<file path="src/hw/rtl/fkpd_pkg.sv">
// Shared types and constants for the four-key short/long press detector.
// No dependencies; every other file of the block imports this package.
`default_nettype none

package fkpd_pkg;

  localparam int unsigned TimeW  = 32;
  localparam int unsigned KeysW  = 4;
  localparam int unsigned EventW = 4;
  localparam int unsigned KeyIdW = 3;

  // Configuration register indexes.
  localparam logic [1:0] REG_CONTINUOUS = 2'd0;
  localparam logic [1:0] REG_SCAN_INT   = 2'd1;
  localparam logic [1:0] REG_LONG_PRESS = 2'd2;

  // Held key codes and event codes.
  localparam logic [KeyIdW-1:0] NO_KEY     = 3'd0;
  localparam logic [KeyIdW-1:0] KEY_1      = 3'd1;
  localparam logic [KeyIdW-1:0] KEY_2      = 3'd2;
  localparam logic [KeyIdW-1:0] KEY_3      = 3'd3;
  localparam logic [KeyIdW-1:0] KEY_4      = 3'd4;
  localparam logic [EventW-1:0] EV_NONE    = 4'd0;
  localparam logic [EventW-1:0] EV_LONG_OFS = 4'd4;

  typedef struct packed {
    logic        continuous_mode;
    logic [9:0]  scan_period;
    logic [15:0] long_press_ms;
  } cfg_t;

  typedef struct packed {
    logic [TimeW-1:0] now_ms;
    logic [KeysW-1:0] key_levels;
    logic             event_taken;
  } item_t;

  typedef struct packed {
    logic [EventW-1:0] pending_event;
    logic              long_led;
    logic              short_led;
  } result_t;

endpackage

`default_nettype wire

</file>
<file path="src/hw/rtl/fkpd_cfg.sv">
// Configuration register bank of the press detector.
// Depends on fkpd_pkg for the register indexes and the cfg_t struct.
`default_nettype none

module fkpd_cfg (
  input  wire logic          clk,
  input  wire logic          rst,
  input  wire logic          wr_en,
  input  wire logic [1:0]    wr_index,
  input  wire logic [15:0]   wr_data,
  output fkpd_pkg::cfg_t     cfg
);
  import fkpd_pkg::*;

  always_ff @(posedge clk) begin
    if (rst) begin
      cfg.continuous_mode <= 1'b0;
      cfg.scan_period     <= 10'd10;
      cfg.long_press_ms   <= 16'd1000;
    end else if (wr_en) begin
      case (wr_index)
        REG_CONTINUOUS: cfg.continuous_mode <= wr_data[0];
        REG_SCAN_INT:   cfg.scan_period     <= wr_data[9:0];
        REG_LONG_PRESS: cfg.long_press_ms   <= wr_data;
        default: ;
      endcase
    end
  end

endmodule

`default_nettype wire

</file>
<file path="src/hw/rtl/fkpd_step.sv">
// Scan state of the press detector and the logic that advances it by one beat.
// Depends on fkpd_pkg; the result is the state as it stands after the beat.
`default_nettype none

module fkpd_step (
  input  wire logic              clk,
  input  wire logic              rst,
  input  wire logic              fire,
  input  wire fkpd_pkg::cfg_t    cfg,
  input  wire fkpd_pkg::item_t   item,
  output fkpd_pkg::result_t      result
);
  import fkpd_pkg::*;

  logic [TimeW-1:0]  scan_stamp, scan_stamp_next;
  logic [TimeW-1:0]  press_start_time, press_start_time_next;
  logic [KeyIdW-1:0] held_key, held_key_next;
  logic              released_flag, released_flag_next;
  logic [EventW-1:0] event_store, event_store_next;
  logic              long_led_level, long_led_level_next;
  logic              short_led_level, short_led_level_next;

  logic [TimeW-1:0]  since_scan;
  logic [TimeW-1:0]  dur;
  logic              scan_due;
  logic              rel_eff;
  logic              any_key;
  logic              held_valid;
  logic [1:0]        held_m1;
  logic [KeyIdW-1:0] first_key;
  logic              long_hit;
  logic [EventW-1:0] ev_cleared;

  assign since_scan = item.now_ms - scan_stamp;
  assign scan_due   = since_scan >= {22'd0, cfg.scan_period};
  assign dur        = item.now_ms - press_start_time;
  assign rel_eff    = released_flag | cfg.continuous_mode;
  assign any_key    = |item.key_levels;
  assign held_valid = held_key != NO_KEY;
  assign held_m1    = held_key[1:0] - 2'd1;
  assign long_hit   = dur >= {16'd0, cfg.long_press_ms};
  assign ev_cleared = item.event_taken ? EV_NONE : event_store;

  always_comb begin
    if (item.key_levels[0])      first_key = KEY_1;
    else if (item.key_levels[1]) first_key = KEY_2;
    else if (item.key_levels[2]) first_key = KEY_3;
    else                         first_key = KEY_4;
  end

  always_comb begin
    scan_stamp_next       = scan_stamp;
    press_start_time_next = press_start_time;
    held_key_next         = held_key;
    released_flag_next    = released_flag;
    event_store_next      = ev_cleared;
    long_led_level_next   = long_led_level;
    short_led_level_next  = short_led_level;
    if (scan_due) begin
      scan_stamp_next    = item.now_ms;
      released_flag_next = rel_eff;
      if (rel_eff && any_key) begin
        // Fresh press: latch the highest-priority key and its start time.
        released_flag_next    = 1'b0;
        held_key_next         = first_key;
        press_start_time_next = item.now_ms;
      end else if (any_key) begin
        if (held_valid && long_hit && item.key_levels[held_m1]) begin
          if (ev_cleared == EV_NONE) begin
            event_store_next = EV_LONG_OFS + {1'b0, held_key};
          end
          long_led_level_next = ~long_led_level;
          // Keys 1 and 4 report a long press once only.
          if (held_key == KEY_1 || held_key == KEY_4) begin
            held_key_next = NO_KEY;
          end
        end
      end else begin
        released_flag_next = 1'b1;
        if (held_valid && !long_hit) begin
          if (ev_cleared == EV_NONE) begin
            event_store_next = {1'b0, held_key};
          end
          short_led_level_next = ~short_led_level;
        end
        held_key_next = NO_KEY;
      end
    end
  end

  always_ff @(posedge clk) begin
    if (rst) begin
      scan_stamp       <= '0;
      press_start_time <= '0;
      held_key         <= NO_KEY;
      released_flag    <= 1'b1;
      event_store      <= EV_NONE;
      long_led_level   <= 1'b0;
      short_led_level  <= 1'b0;
    end else if (fire) begin
      scan_stamp       <= scan_stamp_next;
      press_start_time <= press_start_time_next;
      held_key         <= held_key_next;
      released_flag    <= released_flag_next;
      event_store      <= event_store_next;
      long_led_level   <= long_led_level_next;
      short_led_level  <= short_led_level_next;
    end
  end

  assign result.pending_event = event_store_next;
  assign result.long_led      = long_led_level_next;
  assign result.short_led     = short_led_level_next;

endmodule

`default_nettype wire

</file>
<file path="src/hw/rtl/four_key_short_long_press_detector_unit.sv">
// Four-key short/long press detector: one result beat for every input beat.
// An accepted input beat goes through the input register, then the result register;
// one beat is accepted per cycle while m_tready stays high.
// Reset (rst, synchronous, active high) empties both pipeline registers, loads the
// configuration defaults and returns the scan state to no key held, no event.
// Depends on fkpd_pkg, fkpd_cfg and fkpd_step.
`default_nettype none

module four_key_short_long_press_detector_unit (
  input  wire logic        clk,
  input  wire logic        rst,
  // Input stream.
  input  wire logic        s_tvalid,
  output logic             s_tready,
  input  wire logic [39:0] s_tdata,   // [31:0] now_ms, [35:32] key_levels,
                                      // [36] event_taken, [39:37] zero
  // Result stream.
  output logic             m_tvalid,
  input  wire logic        m_tready,
  output logic [7:0]       m_tdata,   // [3:0] pending_event, [4] long_led,
                                      // [5] short_led, [7:6] zero
  // Configuration writes.
  input  wire logic        cfg_valid,
  output logic             cfg_ready,
  input  wire logic [1:0]  cfg_index,
  input  wire logic [15:0] cfg_data
);
  import fkpd_pkg::*;

  cfg_t    cfg;
  item_t   in_item;
  logic    in_valid;
  logic    advance;
  result_t step_result;
  result_t out_result;

  // Configuration writes are always taken; the bank keeps only each register's width.
  assign cfg_ready = 1'b1;

  fkpd_cfg u_cfg (
    .clk      (clk),
    .rst      (rst),
    .wr_en    (cfg_valid),
    .wr_index (cfg_index),
    .wr_data  (cfg_data),
    .cfg      (cfg)
  );

  // The step fires when the input register holds a beat and the result register
  // is free or is being emptied in this cycle. The input register in turn
  // takes a new beat whenever it is empty or its beat moves on, so a result
  // waiting at the output does not stop one more beat from being accepted.
  assign advance  = in_valid && (!m_tvalid || m_tready);
  assign s_tready = !in_valid || advance;

  always_ff @(posedge clk) begin
    if (rst) begin
      in_valid <= 1'b0;
    end else if (s_tready) begin
      in_valid <= s_tvalid;
    end
  end

  always_ff @(posedge clk) begin
    if (s_tready && s_tvalid) begin
      in_item.now_ms      <= s_tdata[31:0];
      in_item.key_levels  <= s_tdata[35:32];
      in_item.event_taken <= s_tdata[36];
    end
  end

  // The scan state lives in the step unit and is updated in the same cycle
  // as the result is formed, so consecutive beats see each other's effects.
  fkpd_step u_step (
    .clk    (clk),
    .rst    (rst),
    .fire   (advance),
    .cfg    (cfg),
    .item   (in_item),
    .result (step_result)
  );

  always_ff @(posedge clk) begin
    if (rst) begin
      m_tvalid <= 1'b0;
    end else if (advance) begin
      m_tvalid <= 1'b1;
    end else if (m_tready) begin
      m_tvalid <= 1'b0;
    end
  end

  always_ff @(posedge clk) begin
    if (advance) begin
      out_result <= step_result;
    end
  end

  assign m_tdata = {2'b00, out_result.short_led, out_result.long_led,
                    out_result.pending_event};

endmodule

`default_nettype wire
</file>
<file path="config.mk">
export PLATFORM = sky130hd
export DESIGN_NAME = four_key_short_long_press_detector_unit
export DESIGN_NICKNAME = d
export VERILOG_FILES = /design/src/hw/rtl/fkpd_pkg.sv /design/src/hw/rtl/fkpd_cfg.sv /design/src/hw/rtl/fkpd_step.sv /design/src/hw/rtl/four_key_short_long_press_detector_unit.sv
export SDC_FILE = /design/constraint.sdc
export NUM_CORES = 1
export LEC_CHECK = 0
export BUFFER_PORTS_ARGS = -buffer_cell sky130_fd_sc_hd__buf_4
export CORE_MARGIN = 1.5
export CORE_UTILIZATION = 45
export CTS_BUF_LIST = sky130_fd_sc_hd__clkbuf_4 sky130_fd_sc_hd__clkbuf_8
export DETAILED_ROUTE_END_ITERATION = 6
export GPL_TIMING_DRIVEN = 0
export PLACE_DENSITY_LB_ADDON = 0.08
export RECOVER_POWER = 25
export SYNTH_ARGS = -nofsm -noshare
export SYNTH_HDL_FRONTEND = slang
export SYNTH_SLANG_ARGS = --single-unit
</file>
<file path="constraint.sdc">
create_clock -name clk -period 5.5 [get_ports clk]
set_clock_uncertainty 0.2 [all_clocks]
set_input_delay 0.55 -clock clk [delete_from_list [all_inputs] [get_ports clk]]
set_output_delay 0.55 -clock clk [all_outputs]
set_load 0.02 [all_outputs]
</file>
==> flow_summary.yaml, run 1 <==
route:
  drc: 0
  first_pass_iters: 5
  wl_per_cell_um: 16.8
  via_count: 8973
  drtIter0Drc: 538
  ant_nets: 0
  wl_um: 27100
  vias_per_cell: 5.56
synthesis:
  avgSynthCellArea_um2: 8.42
  syn_area_um2: 10300
  synth_seq_area_share_pct: 32.5
  yosysUniqueCellTypes: 84
  ys_ff_latch: 146
  yosys.area.top_type: "dfxtp_1"
  synth_top_area_share_pct: 20.0
  yosysWarnings: 0
  synth_cells: 1225
  synth_area_leaders: "dfxtp_1 (20%), edfxtp_1 (13%), ha_1 (11%)"
  async_flop_share_pct: 0
  synth-main-ff-cell: "dfxtp_1"
  synth_edf_count: 43
placed_design:
  portBuffers: 67
  dpl.hpwl_um: 21600
  routabilityCongestion: 0.900
  dp.cells: 1579
die:
  die_height_um: 154
  coreArea_um2: 22600
  die_area_um2: 23800
  die_x_um: 154
  num_rows: 55
  start_util_pct: 45.7
  ios: 74
power:
  vdd_drop_max_mv: 0.153
  p_total_mw: 2.87
  pwr_density_cell_nw_per_um2: 246
  leakagePower_nw: 4.93
finish:
  fillers: 2189
  antennaDiodeCount: 0
  fin_nets: 1471
  final_cells: 1614
  final_common_cell: "nor2_1"
  seqCellArea_um2: 3350
  fin_util_pct: 51.7
  final_cell_mix: "nor2_1 (136), inv_1 (115), dfxtp_1 (103), nand2_1 (99), a21oi_1 (95)"
  drive_gt1_share_pct: 11.7
  syn_to_final_growth_pct: 13.1
  multi_input_area_um2: 6310
critical_path:
  cp-end-kind: "flip-flop"
  cp_data_required_time_ns: 5.65
  rrSetupSlack_ns: 0.27
  cp_top_family: "compound AO/OA/AOI/OAI gates"
  reg2reg_to: "u_step.event_store[1]"
  path_cells: "inv_1 -> ha_1 -> inv_1 -> fa_1 -> a21oi_2 -> nor2_1 -> or3_1 -> a31oi_2 -> xnor2_1 -> ha_1 -> a21oi_2 -> o22ai_1 -> nor4_1 -> o2111ai_1 -> a211oi_2 -> o2111ai_2 -> nor4_4 -> buf_4 -> a21bo_1 -> buf_4 -> nor2_2 -> and3b_1 -> a32o_1"
  r2r_start: "in_item[5]"
  ff2ff_path_depth: 23
  critPathBufInv: 4
  slowest_stage: "fa_1"
  cp_max_fo: 8
  critPathMaxStageDelay_ns: 0.41
  cp-start-kind: "flip-flop"
  critical_path_class: "flip-flop to flip-flop"
  crit_arrival_ns: 5.39
global_route:
  grt_pass1_vias: 8321
  grt_first_pass_wirelength_um: 43700
  grt_max_degree: 20
  overflow: 0
  antenna_found_initial: 0
  track_usage_pct: 23.3
cts:
  cts_tree: "yes"
  cts_max_level: 4
  cts_made_buffers: 17
  clkTransAtPathRegs_ns: 0.10
  cts_root_buffer: "clkbuf_8"
  cts.sinks: 146
  cts_buffer_depth: 2
  clk-insertion-delay-late_ns: 0.46
timing:
  max_freq_mhz: 191
  setup_violations: 0
  tightest_slew_ns: 0.881
  slew_violations: 0
  min_period_ns: 5.23
  maxSlewHeadroom_pct: 41.1
  tns_ns: 0
  final-hold-violation-count: 0
  rsz0062_at_grt: "false"
  whs_ns: 0.0799
  fin_crit_sh_pct: 95.1
worst_hold_path:
  worstHoldStart: "s_tdata[11]"
  hold_end: "in_item[16]"
  hold_depth: 1
  hold_path.class: "input port to flip-flop"
flow_run:
  maxCapViolations: 0
outcome:
  status: "completed"
==> cells by family after synthesis <==
logic type      share of synthesized area (%)
buf+inv                                  6.78
other cells                            0.0728
mux                                      7.62
compound gates                           20.6
fa+ha+maj                                11.3
xor+xnor                                 2.72
simple gates                             18.3
flops                                    32.5
==> registers in the layout, summed over array words and instances (netlist names), 3 cells and up <==
register	count
u_step.press_start_time	32
in_item	37
u_step.held_key	3
u_step.event_store	4
m_tdata	6
u_cfg.cfg	27
u_step.scan_stamp	32
==> per-stage QoR <==
stage / cell area (um^2) / setup slack [ns]
floorplan: 10300 / 0.918
global placement: 11200 / -0.221
detailed placement: 11200 / -0.243
CTS: 11600 / 0.0683
global route: 11700 / 0.0118
finish: 11700 / 0.267
==> synthesized netlist by cell type (all sizes together) (12+ instances only) <==
master  count
a21oi     101
a21o       24
a211o      12
nand3      21
clkbuf     27
nand4      17
o21ai      56
ha         90
nand2      99
o211ai     16
inv       115
xnor2      17
edfxtp     43
nor2      137
buf        24
nor3       16
nand2b     12
o21a       14
a211oi     13
dfxtp     103
xor2       15
mux2i      74
==> power breakdown <==
group          internal (mW)  switching [mW]
clock                  0.371           0.475
combinational          0.339           0.485
sequential              1.16          0.0433
==> per-layer routing <==
layer	wire (um)	vias to the layer above	GRT usage [%]
met2	12600	168	38.9
met5	0	-	0
met4	254	0	4.58
met1	13300	4197	32.1
li1	-	4588	-
met3	949	20	3.87
==> cell type report <==
class / instances / share of cell area, %
plain buffers: 51 / 2.49
clock buffers: 17 / 2.01
clock inverters: 15 / 1.23
inverters: 115 / 3.70
multi-input cells: 914 / 54.1
flip-flops and latches: 146 / 28.7
well taps: 285 / 3.06
repair buffers: 71 / 4.64
==> worst max path at each step <==
stage / start / to / slack (ns) / depth (start not counted)
after floorplan: in_item[5] / u_step.event_store[1] / 0.92 / 22
after global placement: in_item[5] / u_step.press_start_time[28] / -0.22 / 22
after detailed placement: in_item[5] / u_step.press_start_time[28] / -0.24 / 22
after CTS: in_item[5] / u_step.press_start_time[21] / 0.07 / 23
after global routing: in_item[5] / u_step.event_store[1] / 0.01 / 23
final: in_item[5] / u_step.event_store[1] / 0.27 / 23
==> what timing repair did <==
action | 4_1_cts | 5_1_grt
hold buffers | 0 | 0
setup buffers | 1 | 2
pin swaps | 1 | 0
gates resized for setup | 1 | 13
setup endpoints to repair | 71 | 77
Note: power is estimated with default switching activity, not from simulation.
==> run 2, diff against run 1 <==
- CELL_PAD_IN_SITES_DETAIL_PLACEMENT: default -> 1
- CELL_PAD_IN_SITES_GLOBAL_PLACEMENT: default -> 2
- CORE_UTILIZATION: 45 -> 39
==> flow_summary.yaml, run 2 (synthesis results as in run 1) <==
die:
  die_height_um: 166
  die_x_um: 166
  die_area_um2: 27400
  ios: 74
  start_util_pct: 39.7
  num_rows: 59
  coreArea_um2: 26000
timing:
  final-hold-violation-count: 0
  setup_violations: 0
  fin_crit_sh_pct: 96.7
  min_period_ns: 5.32
  max_freq_mhz: 188
  maxSlewHeadroom_pct: 11.7
  slew_violations: 0
  tightest_slew_ns: 1.31
power:
  vdd_drop_max_mv: 0.165
  leakagePower_nw: 4.97
  p_total_mw: 2.92
  pwr_density_cell_nw_per_um2: 247
finish:
  final_cells: 1672
  final_cell_mix: "nor2_1 (136), inv_1 (114), dfxtp_1 (103), nand2_1 (99), a21oi_1 (95)"
  fin_nets: 1479
  largest_reg_flops: 37
  syn_to_final_growth_pct: 14.5
  biggestRegsByFlops: "in_item: 37 flops, u_step.press_start_time: 32 flops, u_step.scan_stamp: 32 flops"
  fin_util_pct: 45.4
  drive_gt1_share_pct: 11.8
  largest_register: "in_item"
  final_common_cell: "nor2_1"
  antennaDiodeCount: 0
route:
  vias_per_cell: 5.58
  drc: 0
  wl_um: 31600
  via_count: 9322
  first_pass_iters: 5
  ant_nets: 0
  wl_per_cell_um: 18.9
  drtIter0Drc: 442
placed_design:
  routabilityCongestion: 0.852
  portBuffers: 67
  dpl.hpwl_um: 25300
  dp.cells: 1629
global_route:
  track_usage_pct: 23.6
  grt_pass1_vias: 9482
  grt_max_degree: 22
  grt_first_pass_wirelength_um: 51100
  antenna_found_initial: 0
  overflow: 0
worst_hold_path:
  worstHoldStart: "s_tdata[32]"
  hold_path.class: "input port to flip-flop"
  hold_end: "in_item[1]"
  hold_depth: 1
critical_path:
  rrSetupSlack_ns: 0.18
  critical_path_class: "flip-flop to flip-flop"
  r2r_start: "in_item[5]"
  cp_max_fo: 7
  ff2ff_path_depth: 17
  crit_arrival_ns: 5.47
  cp-start-kind: "flip-flop"
  reg2reg_to: "u_step.press_start_time[0]"
  cp_data_required_time_ns: 5.65
  cp-end-kind: "flip-flop"
cts:
  cts_max_level: 4
  cts_buffer_depth: 2
  cts_tree: "yes"
  clkTransAtPathRegs_ns: 0.11
  cts.sinks: 146
  cts_made_buffers: 17
  cts_root_buffer: "clkbuf_8"
  clk-insertion-delay-late_ns: 0.48
outcome:
  status: "completed"
flow_run:
  maxCapViolations: 0
run 2: cell count changes in the layout (fill, tap and decap cells not counted), sizes merged:
cell         previous run  this run
buf                    54        57
bufinv                  1         0
clkbuf                 85        84
dlygate4sd3             0         6
clkinvlp                2         4
clkinv                  3         2
run 2: report_power, final:
group	switching, mW	total (mW)	internal, mW
clock	0.521	0.856	0.335
sequential	0.0451	1.21	1.16
combinational	0.509	0.854	0.345
run 2: layout make-up:
class,instances,area (um^2)
Buffer,51,312
Clock buffer,17,234
Clock inverter,15,143
Fill cell,3123,14200
Inverter,115,432
Multi-Input combinational cell,914,6300
Sequential cell,146,3350
Tap cell,335,419
Timing Repair Buffer,79,613
run 2: worst max-delay path by stage:
stage | startpoint | end | slack, ns | cells after the start
2_1_floorplan | in_item[5] | u_step.event_store[1] | 0.92 | 22
3_3_place_gp | in_item[5] | u_step.press_start_time[30] | -0.38 | 22
3_5_place_dp | in_item[5] | u_step.press_start_time[28] | -0.46 | 22
4_1_cts | in_item[5] | u_step.press_start_time[28] | -0.02 | 23
5_1_grt | in_item[5] | u_step.press_start_time[0] | -0.02 | 24
6_report | in_item[5] | u_step.press_start_time[0] | 0.18 | 17
run 2: critical path, cell delays in order (launching register included):
cell and delay [ns]:
edfxtp_1 0.42, inv_2 0.11, ha_1 0.19, inv_1 0.06, fa_1 0.41, a21oi_2 0.17
nor2_1 0.09, o41a_1 0.55, o211a_1 0.32, o31a_1 0.28, a211o_1 0.26, nor4_1 1.05
nand2_1 0.32, nand3_4 0.27, buf_4 0.15, buf_4 0.10, mux2i_1 0.17, nor2_1 0.05
run 2: what timing repair did:
action,CTS,global route
buffers inserted,2,3
hold buffers,6,0
gates resized for setup,2,19
endpoints found under the hold margin,6,0
setup endpoints to repair,79,80
pin swaps,1,4
run 2: metal layers:
layer	wire, um	vias to the layer above	GRT usage (%)	share of wire, %
li1	-	4595	-	-
met1	15200	4547	32.3	48
met2	14700	149	38.5	46
met3	1040	31	3.11	3.3
met4	663	0	7.48	2.1
met5	0	-	0	0
run 2: through the flow:
step / setup WS (ns) / TNS (ns) / cell area (um^2) / hold WS [ns]
after floorplan: 0.918 / 0 / 10300 / 0.236
after global placement: -0.376 / -17.25 / 11200 / 0.245
after detailed placement: -0.465 / -22.44 / 11300 / 0.255
after CTS: -0.0181 / -0.0854 / 11700 / 0.00783
after global routing: -0.0161 / -0.0272 / 11800 / 0.0360
final: 0.183 / 0 / 11800 / 0.0626
==> run 3, diff against run 2 <==
- CORE_UTILIZATION: 39 -> 35
- CTS_BUF_LIST: sky130_fd_sc_hd__clkbuf_4 sky130_fd_sc_hd__clkbuf_8 -> sky130_fd_sc_hd__clkbuf_4
- clock period: 5.5 -> 4.8 ns (I/O delays scaled with it)
==> flow_summary.yaml, run 3 (synthesis results as in run 1) <==
outcome:
  status: "finished, violations left"
  violations: "setup timing"
route:
  wl_um: 35200
  vias_per_cell: 5.36
  via_count: 9789
  ant_nets: 0
  wl_per_cell_um: 19.3
  drc: 0
  first_pass_iters: 5
  drtIter0Drc: 445
die:
  die_height_um: 175
  die_x_um: 175
  ios: 74
  start_util_pct: 35.7
  die_area_um2: 30500
  coreArea_um2: 28900
  num_rows: 62
power:
  p_seq_share_pct: 40.0
  switching_share_pct: 37.0
  vdd_drop_max_mv: 0.118
  switching_power_mw: 1.28
  pwr_density_cell_nw_per_um2: 259
  p_total_mw: 3.46
  leakagePower_nw: 5.58
  combinationalPowerShare_pct: 33.9
  p_int_mw: 2.18
  pwr-share-clk_pct: 26.1
timing:
  whs_ns: 0.0432
  max_freq_mhz: 201
  min_period_ns: 4.97
  rsz0062_at_grt: "true"
  tns_ns: -8.05
  layout_setup_ws_ns: -0.172
  tightest_slew_ns: 0.942
  final-hold-violation-count: 0
  fin_crit_sh_pct: 104
  slew_violations: 0
  maxSlewHeadroom_pct: 37.2
  setup_violations: 79
finish:
  fillers: 3427
  fin_nets: 1580
  final_cell_mix: "nor2_1 (131), inv_1 (113), dfxtp_1 (103), nand2_1 (95), a21oi_1 (91)"
  final_common_cell: "nor2_1"
  seqCellArea_um2: 3350
  largest_reg_flops: 37
  biggestRegsByFlops: "in_item: 37 flops, u_step.press_start_time: 32 flops, u_step.scan_stamp: 32 flops"
  largest_register: "in_item"
  syn_to_final_growth_pct: 29.4
  fin_util_pct: 46.3
  multi_input_area_um2: 6710
  drive_gt1_share_pct: 18.6
  stdcell_area_um2: 13300
cts:
  cts.sinks: 146
  cts_max_level: 4
  cts_made_buffers: 17
  cts_buffer_depth: 2
  cts_tree: "yes"
  clk-insertion-delay-late_ns: 0.61
  clkTransAtPathRegs_ns: 0.16
  cts_root_buffer: "clkbuf_4"
global_route:
  antenna_found_initial: 2
  grt_max_degree: 22
  track_usage_pct: 23.4
  grt_pass1_vias: 9922
  overflow: 0
  grt_first_pass_wirelength_um: 55100
placed_design:
  routabilityCongestion: 0.846
  portBuffers: 67
  dpl.hpwl_um: 25800
  placed_area_um2: 11300
critical_path:
  rrSetupSlack_ns: -0.17
  cp-start-kind: "flip-flop"
  cp-end-kind: "flip-flop"
  crit_arrival_ns: 5.23
  reg2reg_to: "u_step.press_start_time[30]"
  cp_max_fo: 5
  r2r_start: "in_item[5]"
  ff2ff_path_depth: 24
  cp_data_required_time_ns: 5.05
  critical_path_class: "flip-flop to flip-flop"
worst_hold_path:
  hold_path.class: "input port to flip-flop"
  worstHoldStart: "cfg_index[1]"
  hold_depth: 4
  hold_end: "u_cfg.cfg[26]"
flow_run:
  maxCapViolations: 0
[run 3: cell count changes in the layout (fill, tap and decap cells not counted), moves of 9 or more]
| cell | before | now |
|---|---|---|
| clkbuf_4 | 37 | 46 |
| dlygate4sd3_1 | 6 | 55 |
| buf_12 | 3 | 14 |
| ha_4 | 0 | 9 |
| buf_4 | 37 | 82 |
| clkbuf_8 | 17 | 0 |
| ha_1 | 90 | 78 |
[run 3: final cells by class]
class	instances	share of cell area, %
Antenna cell	4	0.0750
Buffer	50	2.70
Clock buffer	17	0.956
Clock inverter	15	1.38
Inverter	115	3.23
Multi-Input combinational cell	914	50.2
Sequential cell	146	25.1
Tap cell	384	3.60
Timing Repair Buffer	181	12.7
[run 3: per-layer routing]
layer	wire length [um]	vias up	share of wire, %	GRT usage [%]
met3	834	39	2.4	2.94
li1	-	4822	-	-
met5	0	-	0	0
met4	823	0	2.3	6.84
met1	17200	4804	49	32.0
met2	16300	124	46	38.4
[run 3: what timing repair did]
item                                    4_1_cts  5_1_grt
hold buffers                                 55        0
hold endpoints to repair                     66        0
endpoints found under the setup margin       80       80
resized for setup                           104       29
buffers inserted                             42       13
pin swaps                                    45       22
cloned                                        7        1
[run 3: critical path, stage by stage, from the launching register on]
cell       delay [ns]
edfxtp_1         0.45
inv_2            0.11
ha_4             0.15
inv_2            0.04
fa_2             0.41
a21oi_4          0.21
nor2_4           0.05
or3_4            0.41
a31oi_4          0.14
xnor2_1          0.09
ha_1             0.33
a21oi_2          0.16
o22ai_2          0.10
nor4_1           0.25
o2111ai_1        0.22
a211oi_2         0.22
o2111ai_2        0.18
nor4_4           0.18
buf_6            0.17
nand2_4          0.06
nand3_4          0.16
buf_12           0.15
buf_12           0.12
mux2i_1          0.19
nor2_1           0.06
[run 3: per-stage QoR]
step / instances / setup WS [ns]
finish: 1826 / -0.172
global route: 1824 / -0.415
CTS: 1813 / -0.222
detailed placement: 1678 / -1.19
global placement: 1677 / -1.09
floorplan: 1226 / 0.218
[run 3: how the worst max path moves through the flow]
| stage | startpoint | to | cells past startpoint |
|---|---|---|---|
| after CTS | in_item[5] | u_step.press_start_time[30] | 24 |
| after floorplan | in_item[5] | u_step.event_store[1] | 22 |
| after global placement | in_item[5] | u_step.press_start_time[30] | 22 |
| after detailed placement | in_item[5] | u_step.press_start_time[30] | 22 |
| after global routing | in_item[5] | u_step.press_start_time[23] | 24 |
| final | in_item[5] | u_step.press_start_time[30] | 24 |
[run 3: power by group through the flow]
stage,combinational [mW],sequential (mW),clock (mW)
after floorplan,0.681,1.39,0
after global placement,0.951,1.41,0
after detailed placement,0.967,1.41,0
after CTS,1.14,1.38,0.933
after global routing,1.30,1.39,0.986
final,1.17,1.39,0.905
